## config.mk

```make
export PLATFORM = sky130hd
export DESIGN_NAME = base_link_fault_supervisor_flat
export DESIGN_NICKNAME = d
export VERILOG_FILES = /design/src/blfs_pkg.sv /design/src/blfs_if.sv /design/src/base_link_fault_supervisor.sv /design/src/flat_wrapper.sv
export SDC_FILE = /design/constraint.sdc
export NUM_CORES = 1
export LEC_CHECK = 0
export ABC_CLOCK_PERIOD_IN_PS = 4050
export BUFFER_PORTS_ARGS = -buffer_cell sky130_fd_sc_hd__buf_4
export CORE_ASPECT_RATIO = 1.1
export CORE_MARGIN = 5
export CORE_UTILIZATION = 55
export DETAILED_ROUTE_END_ITERATION = 16
export PLACE_DENSITY = 0.77
export SYNTH_ARGS = -nofsm -noshare
export SYNTH_HDL_FRONTEND = slang
export SYNTH_SLANG_ARGS = --single-unit
```

## constraint.sdc

```tcl
create_clock -name i_clk -period 4.05 [get_ports i_clk]
set_clock_uncertainty 0.2 [all_clocks]
set_input_delay 0.81 -clock i_clk [delete_from_list [all_inputs] [get_ports i_clk]]
set_output_delay 0.81 -clock i_clk [all_outputs]
set_load 0.01 [all_outputs]
```

## src/blfs_pkg.sv

```systemverilog
// Shared types and constants of the base link fault supervisor.
package blfs_pkg;

    localparam int unsigned CMD_W    = 4;
    localparam int unsigned REASON_W = 3;
    localparam int unsigned TMO_W    = 16;
    localparam int unsigned CFG_IDX_W = 2;

    localparam logic [TMO_W-1:0] TMO_RESET = 16'd50;

    typedef enum logic [CMD_W-1:0] {
        CMD_TICK       = 4'd0,
        CMD_LINK_UP    = 4'd1,
        CMD_LINK_DOWN  = 4'd2,
        CMD_FEEDBACK   = 4'd3,
        CMD_VALID_CMD  = 4'd4,
        CMD_INVALIDATE = 4'd5,
        CMD_INVALID    = 4'd6,
        CMD_IO_FAIL    = 4'd7,
        CMD_CFG_FAIL   = 4'd8,
        CMD_ESTOP      = 4'd9,
        CMD_EVALUATE   = 4'd10,
        CMD_RESET      = 4'd11,
        CMD_QUERY      = 4'd12
    } t_cmd;

    typedef enum logic [1:0] {
        MODE_DISC  = 2'd0,
        MODE_WAIT  = 2'd1,
        MODE_READY = 2'd2,
        MODE_FAULT = 2'd3
    } t_mode;

    typedef enum logic [REASON_W-1:0] {
        FLT_NONE    = 3'd0,
        FLT_INVALID = 3'd1,
        FLT_SERIAL  = 3'd2,
        FLT_MCU     = 3'd3,
        FLT_ESTOP   = 3'd4,
        FLT_TIMEOUT = 3'd5
    } t_fault;

    typedef enum logic [CFG_IDX_W-1:0] {
        REG_CMD_TMO = 2'd0,
        REG_FB_TMO  = 2'd1
    } t_reg_idx;

    typedef struct packed {
        logic [CMD_W-1:0]    cmd;
        logic [REASON_W-1:0] down_reason;
        logic                estop_level;
    } t_req;

    typedef struct packed {
        logic [1:0]          mode;
        logic [REASON_W-1:0] fault;
        logic                link_is_open;
        logic                feedback_fresh;
        logic                command_fresh;
        logic                estop_active;
        logic                can_move;
        logic                reset_accepted;
        logic                timeout_transition;
    } t_rsp;

    typedef struct packed {
        logic [CFG_IDX_W-1:0] idx;
        logic [TMO_W-1:0]     data;
    } t_cfg;

endpackage

```

## src/blfs_if.sv

```systemverilog
// Handshake channel interfaces for requests, results and register writes.
interface blfs_req_if;
    logic          valid;
    logic          ready;
    blfs_pkg::t_req data;
    modport source (output valid, output data, input ready);
    modport sink   (input valid, input data, output ready);
endinterface

interface blfs_rsp_if;
    logic          valid;
    logic          ready;
    blfs_pkg::t_rsp data;
    modport source (output valid, output data, input ready);
    modport sink   (input valid, input data, output ready);
endinterface

interface blfs_cfg_if;
    logic          valid;
    logic          ready;
    blfs_pkg::t_cfg data;
    modport source (output valid, output data, input ready);
    modport sink   (input valid, input data, output ready);
endinterface

```

## src/base_link_fault_supervisor.sv

```systemverilog
// Top level of the base link fault supervisor: event register, state update, result register.
//
// Usage:
//   i_req  : one event per request (cmd, down_reason, estop_level), valid/ready.
//   o_rsp  : one snapshot per request (mode, fault, flags, can_move), valid/ready.
//   i_cfg  : register writes (idx 0 command timeout, idx 1 feedback timeout),
//            always ready; write only while no request is in flight.
// Order: an accepted request is held in the request register, and its result
//   appears on o_rsp when the result register loads; the state is updated at
//   that same edge.
// Throughput: one request per cycle while o_rsp.ready is high; the state update is a
//   single pass of flag logic and three age compares, so a request can follow in every cycle.
// Reset (i_rst_n low, synchronous): mode disconnected, no fault, link closed,
//   no feedback or command seen, ages zero, e-stop clear, both timeouts 50.
// Stall: when o_rsp.ready is low the result holds; the request register takes one
//   more request if it is empty, then i_req.ready drops until the result is taken.
// Ages saturate at 2^AGE_WIDTH - 1.
module base_link_fault_supervisor #(
    parameter int unsigned AGE_WIDTH = 17
) (
    input  logic                 i_clk,
    input  logic                 i_rst_n,
    blfs_req_if.sink             i_req,
    blfs_rsp_if.source           o_rsp,
    blfs_cfg_if.sink             i_cfg
);

    localparam int unsigned CMP_W =
        (AGE_WIDTH > blfs_pkg::TMO_W) ? AGE_WIDTH : blfs_pkg::TMO_W;
    localparam logic [AGE_WIDTH-1:0] AGE_MAX = {AGE_WIDTH{1'b1}};

    // timeouts
    logic [blfs_pkg::TMO_W-1:0] r_cmd_tmo, r_fb_tmo;

    // pipeline
    logic            r_in_vld;
    blfs_pkg::t_req  r_req;
    logic            r_out_vld;
    blfs_pkg::t_rsp  r_rsp;
    logic            out_free;
    logic            fire;

    // supervisor state
    blfs_pkg::t_mode  r_mode, n_mode;
    blfs_pkg::t_fault r_fault, n_fault;
    logic             r_link, n_link;
    logic             r_fb_seen, n_fb_seen;
    logic             r_cmd_seen, n_cmd_seen;
    logic             r_estop, n_estop;
    logic [AGE_WIDTH-1:0] r_fb_age, n_fb_age;
    logic [AGE_WIDTH-1:0] r_cmd_age, n_cmd_age;

    blfs_pkg::t_rsp   n_rsp;
    blfs_pkg::t_fault down_code;
    logic             cur_fb_fresh;
    logic             nxt_fb_fresh;
    logic             nxt_cmd_fresh;
    logic             accepted;
    logic             timed_out;

    assign out_free    = !r_out_vld || o_rsp.ready;
    assign fire        = r_in_vld && out_free;
    assign i_req.ready = !r_in_vld || out_free;
    assign i_cfg.ready = 1'b1;
    assign o_rsp.valid = r_out_vld;
    assign o_rsp.data  = r_rsp;

    always_ff @(posedge i_clk) begin
        if (!i_rst_n) begin
            r_cmd_tmo <= blfs_pkg::TMO_RESET;
            r_fb_tmo  <= blfs_pkg::TMO_RESET;
        end else if (i_cfg.valid) begin
            case (blfs_pkg::t_reg_idx'(i_cfg.data.idx))
                blfs_pkg::REG_CMD_TMO: r_cmd_tmo <= i_cfg.data.data;
                blfs_pkg::REG_FB_TMO:  r_fb_tmo  <= i_cfg.data.data;
                default: ;
            endcase
        end
    end

    always_ff @(posedge i_clk) begin
        if (!i_rst_n) begin
            r_in_vld <= 1'b0;
        end else if (i_req.ready) begin
            r_in_vld <= i_req.valid;
        end
    end

    always_ff @(posedge i_clk) begin
        if (i_req.ready && i_req.valid) begin
            r_req <= i_req.data;
        end
    end

    always_comb begin
        // link down codes above the table count as serial io
        if (r_req.down_reason > blfs_pkg::REASON_W'(blfs_pkg::FLT_TIMEOUT)) begin
            down_code = blfs_pkg::FLT_SERIAL;
        end else begin
            down_code = blfs_pkg::t_fault'(r_req.down_reason);
        end
    end

    assign cur_fb_fresh = r_link && r_fb_seen &&
        (CMP_W'(r_fb_age) <= CMP_W'(r_fb_tmo));

    always_comb begin
        n_mode     = r_mode;
        n_fault    = r_fault;
        n_link     = r_link;
        n_fb_seen  = r_fb_seen;
        n_cmd_seen = r_cmd_seen;
        n_estop    = r_estop;
        n_fb_age   = r_fb_age;
        n_cmd_age  = r_cmd_age;
        accepted   = 1'b0;
        timed_out  = 1'b0;

        case (blfs_pkg::t_cmd'(r_req.cmd))
            blfs_pkg::CMD_TICK: begin
                if (r_fb_age != AGE_MAX) n_fb_age = r_fb_age + 1'b1;
                if (r_cmd_age != AGE_MAX) n_cmd_age = r_cmd_age + 1'b1;
            end
            blfs_pkg::CMD_LINK_UP: begin
                n_link     = 1'b1;
                n_fb_seen  = 1'b0;
                n_cmd_seen = 1'b0;
                n_fb_age   = '0;
                n_cmd_age  = '0;
                if (r_mode != blfs_pkg::MODE_FAULT) n_mode = blfs_pkg::MODE_WAIT;
            end
            blfs_pkg::CMD_LINK_DOWN, blfs_pkg::CMD_IO_FAIL: begin
                n_link     = 1'b0;
                n_fb_seen  = 1'b0;
                n_cmd_seen = 1'b0;
                n_fb_age   = '0;
                n_cmd_age  = '0;
                if (blfs_pkg::t_cmd'(r_req.cmd) == blfs_pkg::CMD_IO_FAIL ||
                    down_code != blfs_pkg::FLT_NONE) begin
                    n_mode = blfs_pkg::MODE_FAULT;
                    if (r_mode != blfs_pkg::MODE_FAULT) begin
                        n_fault = (blfs_pkg::t_cmd'(r_req.cmd) == blfs_pkg::CMD_IO_FAIL)
                                ? blfs_pkg::FLT_SERIAL : down_code;
                    end
                end else if (r_mode != blfs_pkg::MODE_FAULT) begin
                    n_mode = blfs_pkg::MODE_DISC;
                end
            end
            blfs_pkg::CMD_FEEDBACK: begin
                n_fb_seen = 1'b1;
                n_fb_age  = '0;
                if (r_link && r_mode != blfs_pkg::MODE_FAULT) n_mode = blfs_pkg::MODE_READY;
            end
            blfs_pkg::CMD_VALID_CMD: begin
                n_cmd_seen = 1'b1;
                n_cmd_age  = '0;
            end
            blfs_pkg::CMD_INVALIDATE: begin
                n_cmd_seen = 1'b0;
                n_cmd_age  = '0;
            end
            blfs_pkg::CMD_INVALID: begin
                n_mode = blfs_pkg::MODE_FAULT;
                if (r_mode != blfs_pkg::MODE_FAULT) n_fault = blfs_pkg::FLT_INVALID;
            end
            blfs_pkg::CMD_CFG_FAIL: begin
                n_mode = blfs_pkg::MODE_FAULT;
                if (r_mode != blfs_pkg::MODE_FAULT) n_fault = blfs_pkg::FLT_MCU;
            end
            blfs_pkg::CMD_ESTOP: begin
                n_estop = r_req.estop_level;
                if (r_req.estop_level) begin
                    n_mode = blfs_pkg::MODE_FAULT;
                    if (r_mode != blfs_pkg::MODE_FAULT) n_fault = blfs_pkg::FLT_ESTOP;
                end
            end
            blfs_pkg::CMD_EVALUATE: begin
                if (r_mode != blfs_pkg::MODE_FAULT) begin
                    if (!r_link) begin
                        n_mode = blfs_pkg::MODE_DISC;
                    end else if (!r_fb_seen) begin
                        n_mode = blfs_pkg::MODE_WAIT;
                    end else if (!cur_fb_fresh) begin
                        n_mode    = blfs_pkg::MODE_FAULT;
                        n_fault   = blfs_pkg::FLT_TIMEOUT;
                        timed_out = 1'b1;
                    end else begin
                        n_mode = blfs_pkg::MODE_READY;
                    end
                end
            end
            blfs_pkg::CMD_RESET: begin
                if (!r_estop && cur_fb_fresh) begin
                    n_fault    = blfs_pkg::FLT_NONE;
                    n_mode     = blfs_pkg::MODE_READY;
                    n_cmd_seen = 1'b0;
                    n_cmd_age  = '0;
                    accepted   = 1'b1;
                end
            end
            default: ;
        endcase
    end

    assign nxt_fb_fresh  = n_link && n_fb_seen &&
        (CMP_W'(n_fb_age) <= CMP_W'(r_fb_tmo));
    assign nxt_cmd_fresh = n_cmd_seen &&
        (CMP_W'(n_cmd_age) <= CMP_W'(r_cmd_tmo));

    always_comb begin
        n_rsp.mode               = n_mode;
        n_rsp.fault              = n_fault;
        n_rsp.link_is_open       = n_link;
        n_rsp.feedback_fresh     = nxt_fb_fresh;
        n_rsp.command_fresh      = nxt_cmd_fresh;
        n_rsp.estop_active       = n_estop;
        n_rsp.can_move           = (n_mode == blfs_pkg::MODE_READY) && !n_estop &&
                                   nxt_fb_fresh && nxt_cmd_fresh;
        n_rsp.reset_accepted     = accepted;
        n_rsp.timeout_transition = timed_out;
    end

    always_ff @(posedge i_clk) begin
        if (!i_rst_n) begin
            r_mode     <= blfs_pkg::MODE_DISC;
            r_fault    <= blfs_pkg::FLT_NONE;
            r_link     <= 1'b0;
            r_fb_seen  <= 1'b0;
            r_cmd_seen <= 1'b0;
            r_estop    <= 1'b0;
            r_fb_age   <= '0;
            r_cmd_age  <= '0;
        end else if (fire) begin
            r_mode     <= n_mode;
            r_fault    <= n_fault;
            r_link     <= n_link;
            r_fb_seen  <= n_fb_seen;
            r_cmd_seen <= n_cmd_seen;
            r_estop    <= n_estop;
            r_fb_age   <= n_fb_age;
            r_cmd_age  <= n_cmd_age;
        end
    end

    always_ff @(posedge i_clk) begin
        if (!i_rst_n) begin
            r_out_vld <= 1'b0;
        end else if (out_free) begin
            r_out_vld <= r_in_vld;
        end
    end

    always_ff @(posedge i_clk) begin
        if (fire) begin
            r_rsp <= n_rsp;
        end
    end

    // the fault code is held exactly while the mode is latched
    a_fault_latch: assert property (@(posedge i_clk) disable iff (!i_rst_n)
        (r_mode == blfs_pkg::MODE_FAULT) == (r_fault != blfs_pkg::FLT_NONE))
        else $error("fault code and latched mode disagree");

    a_can_move: assert property (@(posedge i_clk) disable iff (!i_rst_n)
        (r_out_vld && r_rsp.can_move) |->
        (r_rsp.mode == blfs_pkg::MODE_READY && !r_rsp.estop_active &&
         r_rsp.feedback_fresh && r_rsp.command_fresh))
        else $error("can_move without its conditions");

    a_reset_acc: assert property (@(posedge i_clk) disable iff (!i_rst_n)
        (r_out_vld && r_rsp.reset_accepted) |->
        (r_rsp.fault == blfs_pkg::FLT_NONE && r_rsp.mode == blfs_pkg::MODE_READY))
        else $error("accepted reset left a fault");

    a_timeout: assert property (@(posedge i_clk) disable iff (!i_rst_n)
        (fire && timed_out) |=> (r_fault == blfs_pkg::FLT_TIMEOUT))
        else $error("timeout transition did not latch timeout");

    a_no_loss: assert property (@(posedge i_clk) disable iff (!i_rst_n)
        (r_in_vld && !out_free) |=> r_in_vld)
        else $error("stalled request dropped");

endmodule

```

## src/flat_wrapper.sv

```systemverilog
// flat-port wrapper written by rule: the top's interface ports become plain ports
module base_link_fault_supervisor_flat 
#(
    parameter int unsigned AGE_WIDTH = 17
)
  (i_clk, i_rst_n, i_req_valid, i_req_data, i_req_ready, o_rsp_valid, o_rsp_data, o_rsp_ready, i_cfg_valid, i_cfg_data, i_cfg_ready);
  blfs_req_if i_req_i ();
  blfs_rsp_if o_rsp_i ();
  blfs_cfg_if i_cfg_i ();
  input  logic i_clk;
  input  logic i_rst_n;
  input wire logic [$bits(i_req_i.valid)-1:0] i_req_valid;
  input wire logic [$bits(i_req_i.data)-1:0] i_req_data;
  output wire logic [$bits(i_req_i.ready)-1:0] i_req_ready;
  output wire logic [$bits(o_rsp_i.valid)-1:0] o_rsp_valid;
  output wire logic [$bits(o_rsp_i.data)-1:0] o_rsp_data;
  input wire logic [$bits(o_rsp_i.ready)-1:0] o_rsp_ready;
  input wire logic [$bits(i_cfg_i.valid)-1:0] i_cfg_valid;
  input wire logic [$bits(i_cfg_i.data)-1:0] i_cfg_data;
  output wire logic [$bits(i_cfg_i.ready)-1:0] i_cfg_ready;
  assign i_req_i.valid = i_req_valid;
  assign i_req_i.data = i_req_data;
  assign i_req_ready = i_req_i.ready;
  assign o_rsp_valid = o_rsp_i.valid;
  assign o_rsp_data = o_rsp_i.data;
  assign o_rsp_i.ready = o_rsp_ready;
  assign i_cfg_i.valid = i_cfg_valid;
  assign i_cfg_i.data = i_cfg_data;
  assign i_cfg_ready = i_cfg_i.ready;
  base_link_fault_supervisor #(.AGE_WIDTH(AGE_WIDTH)) u_core (.i_clk(i_clk), .i_rst_n(i_rst_n), .i_req(i_req_i), .o_rsp(o_rsp_i), .i_cfg(i_cfg_i));
endmodule
```

# Word-level counts from Yosys, hierarchy flattened
# Index checks and enable logic that the tools add are counted.
[classes]
n_addsub = 2
order_cmp = 4
eq_ne = 16
muxes = 37
n_reduce_logical = 31
[op_table]
columns = ["operator", "count"]
rows = [
  ["17-bit by 16-bit less-or-equal comparator with 1-bit output", 3],
  ["17-bit 2-to-1 mux", 3],
  ["17-bit case mux with 3 select lines", 1],
  ["3-bit 2-to-1 mux", 13],
  ["17-bit by 1-bit adder with 17-bit output (second input constant)", 2],
  ["17-bit != test (second input constant)", 2],
  ["17-bit case mux with 2 select lines", 1],
  ["2-bit 2-to-1 mux", 9],
  ["3-bit case mux with 6 select lines", 1],
  ["4-bit by 3-bit equality test with 1-bit output (second input constant)", 4],
  ["4-bit equality test (second input constant)", 4],
  ["2-bit case mux with 7 select lines", 1],
  ["1-bit logical AND", 12],
  ["4-bit by 2-bit equality test with 1-bit output (second input constant)", 2],
  ["4-bit OR reduction", 2],
  ["1-bit 2-to-1 mux", 5],
  ["5-bit OR reduction", 1],
  ["4-bit by 1-bit equality test with 1-bit output (second input constant)", 1],
  ["1-bit zero test", 4],
  ["4-bit zero test", 1],
  ["1-bit case mux with 2 select lines", 2],
  ["2-bit AND reduction", 2],
  ["4-bit AND reduction", 1],
  ["2-bit OR reduction", 2],
  ["other kinds (9)", 11],
]
[totals]
reg_bits = 97
inputBits = 31
elab_cells = 114

# Longest topological paths before layout
[logic_depth]
depth_word = 11
depth_mapped = 18
mapped_depth_nobuf = 17

# Worst setup path before layout
# OpenSTA, ideal clock, no wires.
[synth_timing]
path_kind = "register to register"
from = "register u_core.r_fb_age[3]"
to = "register u_core.r_rsp (netlist bit u_core.o_rsp.data[2]) (data pin)"
setup_time_ps = 257
t_arrival_ps = 3635
slack_ps = -41
path_stages_with_launch = 18
n_path_buf = 1
synth_period_minus_slack_ps = 4091
path_cell_list = "dfxtp_1 -> ha_1 -> and4_1 -> nor2b_1 -> o31a_1 -> o31ai_2 -> nand2_1 -> nor2_1 -> buf_2 -> a31oi_1 -> ha_1 -> nand4_1 -> or2_2 -> a211o_1 -> a31oi_1 -> nor3_1 -> o211a_1 -> and4bb_1"
[synth_lines]
columns = ["element", "line", "source"]
rows = [
  ["start: declaration", "base_link_fault_supervisor.sv:50", "logic [AGE_WIDTH-1:0] r_fb_age, n_fb_age;"],
  ["start signal: assignment", "base_link_fault_supervisor.sv:240", "r_fb_age <= n_fb_age;"],
  ["end signal: assignment", "base_link_fault_supervisor.sv:255", "r_rsp <= n_rsp;"],
  ["end: declaration", "base_link_fault_supervisor.sv:39", "blfs_pkg::t_rsp r_rsp;"],
]

==> flow_summary_export.csv <==
group,metric,value,unit
yosys,synth_fp_nets,920,
floorplan,dieArea,13980,um^2
timing,rsz0062_at_grt,"true",
final_layout,final_cell_count_no_fill,1059,
yosys,ys.warnings.count,0,
timing,clock.fmax,0.2405,GHz
clock_network,cts_tree,"yes",
final_layout,antenna_cells,0,
drt,wl_met2,9609,um
final_layout,layout-drive-gt1-share,19.36,%
yosys,synthArstFlopShare,0,%
worst_hold_path,worstHoldPathType,"reg2reg",
run_status,status,"finished with violations",
yosys,yosysSeqAreaShare,33.24,%
job,max-cap-violations,0,
drt,route.vias.total,6682,
yosys,ys_ff_latch,97,
worst_setup_path,path_cells,"inv_2, ha_4, nand4_1, nor4_4, o31a_1, o31ai_4, nand2_2, nor2_1, buf_4, buf_6, a31oi_4, ha_1, and4_1, buf_4, a21oi_2, a21o_1, a31oi_2, nor3_1, o211a_1, and4bb_1",
clock_network,postCtsHoldBufs,0,
timing,drv_slew,0,
place,hpwl,13490,um
global_route,grt_pass1_vias,6309,
final_layout,nNetsFinal,985,
clock_network,clock_sinks,97,
yosys,synthFlopType,"dfxtp_1",
worst_setup_path,critical_path_class,"reg2reg",
place,port-buffer-count,44,
floorplan,die_y,123.5,um
place,gp_congestion,0.9684,
clock_network,cts_buffer_depth,2,
yosys,synth_cells,839,
floorplan,die_w,113.2,um
yosys,yosysTopAreaCellShare,23.92,%
yosys,ys_types,73,
floorplan,row_count,41,
worst_setup_path,path_common_cell,"buf_4",
drt,post_drt_wl_per_cell,18.32,um
worst_setup_path,max_stage_delay,0.46,ns
timing,setup_tns,-0.1082,ns
timing,fin_ws,-0.1082,ns
yosys,syn_area_per_cell,7.680,um^2
yosys,post-synth-top-count-cell,"nand2_1",
clock_network,clkLatencyLatePin,0.35,ns
yosys,synth_top_area_cell,"dfxtp_1",
worst_setup_path,critPathSlowestCell,"nor4_4",
drt,final_antenna_net_count,0,
place,place_inst,1031,
floorplan,start_util,56.08,%
drt,dr.max_layer_used,"met4",
worst_setup_path,crit_fanout,8,
global_route,grt_max_degree,38,
drt,wirelength,19400,um
timing,max_slew_margin,29.24,%
floorplan,core,11490,um^2
yosys,synth_commonest_cells,"nand2_1, a21oi_1, dfxtp_1, o21ai_0, nor2_1",
global_route,antenna_found_initial,0,
worst_setup_path,startpoint_type,"register",
timing,hold_viol_final,0,
final_layout,synthToLayoutAreaGrowth,20.74,%
place,dpl-instance-area,7099,um^2
yosys,synth_area_leaders,"dfxtp_1, ha_1, edfxtp_1",
yosys,synth_edf_count,20,
power_and_ir_drop,p_leak,0.003008,uW
run_status,violations,"negative setup slack",
timing,period_share,102.7,%
drt,drc_errors,0,
clock_network,cts_root_buf,"clkbuf_16",
drt,drt-initial-drc-count,681,
timing,min_period,4.158,ns
global_route,grt_usage,27.41,%
final_layout,final_area,7780,um^2
floorplan,boundaryPins,46,
global_route,globalRouteOverflowTotal,0,
timing,setup_violations,1,
drt,route.met3.wl,1279,um
worst_setup_path,worst_setup_path_end_kind,"register",
worst_setup_path,arrival,4.17,ns
clock_network,cts_max_level,3,
final_layout,fin_util,67.70,%
power_and_ir_drop,ir_worst_vdd,0.1897,mV
timing,tightest_slew,1.057,ns
clock_network,cts.reportedPaths.clkPinSlew,0.06,ns
drt,drt-met1-wl,7521,um
yosys,syn_area,6444,um^2
worst_setup_path,cp.required,4.07,ns
global_route,grt_first_pass_wirelength,30740,um
drt,viasPerCell,6.310,
drt,dr.pass1.iters,5,
power_and_ir_drop,powerDensity,293.3,nW/um^2
clock_network,cts-buffers-inserted,9,
-- repair_timing --
action	CTS	global route
setup endpoints to repair	2	3
resized for setup	30	19
buffers inserted	10	2
pin swaps	23	11
-- worst max-delay path: cells and delay by family, from the launching register on --
kind            cells  cell delay [ns]
buf+inv             4             0.50
fa+ha+maj           2             0.52
compound gates      7             1.09
flops               1             0.33
simple gates        7             1.37
-- through the flow --
stage / power [uW] / hold WS, ns / setup slack, ns
2_1_floorplan: 1222 / 0.2363 / 0.008269
3_3_place_gp: 1320 / 0.2449 / -0.02899
3_5_place_dp: 1332 / 0.2506 / -0.1980
4_1_cts: 2274 / 0.2594 / 0.00009548
5_1_grt: 2362 / 0.2796 / -0.1947
6_report: 2282 / 0.2604 / -0.1082
-- flip-flops by register name, summed over array words and instances (netlist names) --
register and flops:
u_core.r_cmd_age 17, u_core.o_rsp.data 12, u_core.r_mode 2, u_core.r_fb_age 17
u_core.r_estop 1, u_core.r_in_vld 1, u_core.r_link 1, u_core.r_cmd_seen 1
u_core.o_rsp.valid 1, u_core.r_cmd_tmo 16, u_core.r_req 8, u_core.r_fb_seen 1
u_core.r_fault 3, u_core.r_fb_tmo 16
-- layout by cell type, fill, tap and decap left out, types with 4 or more instances in the layout --
| master | netlist | routed |
|---|---|---|
| a31oi_1 | 26 | 20 |
| a21oi_1 | 109 | 108 |
| inv_2 | 0 | 7 |
| dfxtp_1 | 77 | 65 |
| nor2_1 | 63 | 63 |
| or3_1 | 16 | 16 |
| ha_1 | 50 | 38 |
| or4_1 | 5 | 5 |
| and4_1 | 7 | 7 |
| o21ai_0 | 71 | 71 |
| and2_1 | 4 | 4 |
| ha_4 | 0 | 12 |
| edfxtp_1 | 20 | 20 |
| a41oi_1 | 5 | 5 |
| o211ai_1 | 11 | 11 |
| nand2_1 | 124 | 123 |
| and3_1 | 11 | 10 |
| a21o_1 | 5 | 5 |
| dfxtp_2 | 0 | 12 |
| nand4_1 | 16 | 16 |
| nor2b_1 | 9 | 9 |
| buf_4 | 2 | 101 |
| a211oi_1 | 5 | 5 |
| nor3_1 | 21 | 21 |
| clkbuf_16 | 0 | 9 |
| nand3_1 | 26 | 26 |
| nand2b_1 | 7 | 7 |
| inv_1 | 40 | 33 |
-- cell families (layout without fill, tap and decap cells) --
family | count (synthesis) | count (layout) | share of synthesized area, %
muxes | 5 | 5 | 0.8155
DFF | 97 | 97 | 33.24
other | 1 | 1 | 0.05820
and+or+nand+nor | 327 | 327 | 25.28
buffers and inverters | 91 | 161 | 5.844
adders and majority gates | 50 | 50 | 9.709
xor gates and xnor gates | 1 | 1 | 0.1359
AOI/OAI and AO/OA | 267 | 267 | 24.91
-- final timing paths --
kind,from,end,slack (ns),cells past startpoint
worst max-delay path,u_core.r_fb_tmo[12]$_SDFFE_PN0P_,u_core.o_rsp.data[2]$_DFFE_PP_,-0.11,20
worst min-delay path,u_core.r_fb_tmo[10]$_SDFFE_PN0P_,u_core.r_fb_tmo[10]$_SDFFE_PN0P_,0.26,2
worst max register to register,u_core.r_fb_tmo[12]$_SDFFE_PN0P_,u_core.o_rsp.data[2]$_DFFE_PP_,-0.11,20
worst min register to register,u_core.r_fb_tmo[10]$_SDFFE_PN0P_,u_core.r_fb_tmo[10]$_SDFFE_PN0P_,0.26,2
-- report_power, final --
part	internal [uW]	switching, uW	total [uW]	leakage [uW]
combinational	116	184	301	0.00203
sequential	1020	20.0	1040	0.000823
clock	561	385	946	0.000157
total	1690	589	2280	0.00301
-- per-layer routing --
layer	track usage (%)	vias to the layer above
li1	-	3179
met1	32.85	3106
met2	47.67	321
met3	3.328	76
met4	15.48	0
met5	0	-
-- final cells by class --
type	instances	area, um^2
Clock inverter	4	75.07
Tap cell	150	187.7
Sequential cell	97	2157
Fill cell	931	3711
Multi-Input combinational cell	651	4183
Clock buffer	12	246.5
Inverter	43	161.4
Timing Repair Buffer	102	769.5
Power figures use the tool's default switching activity.
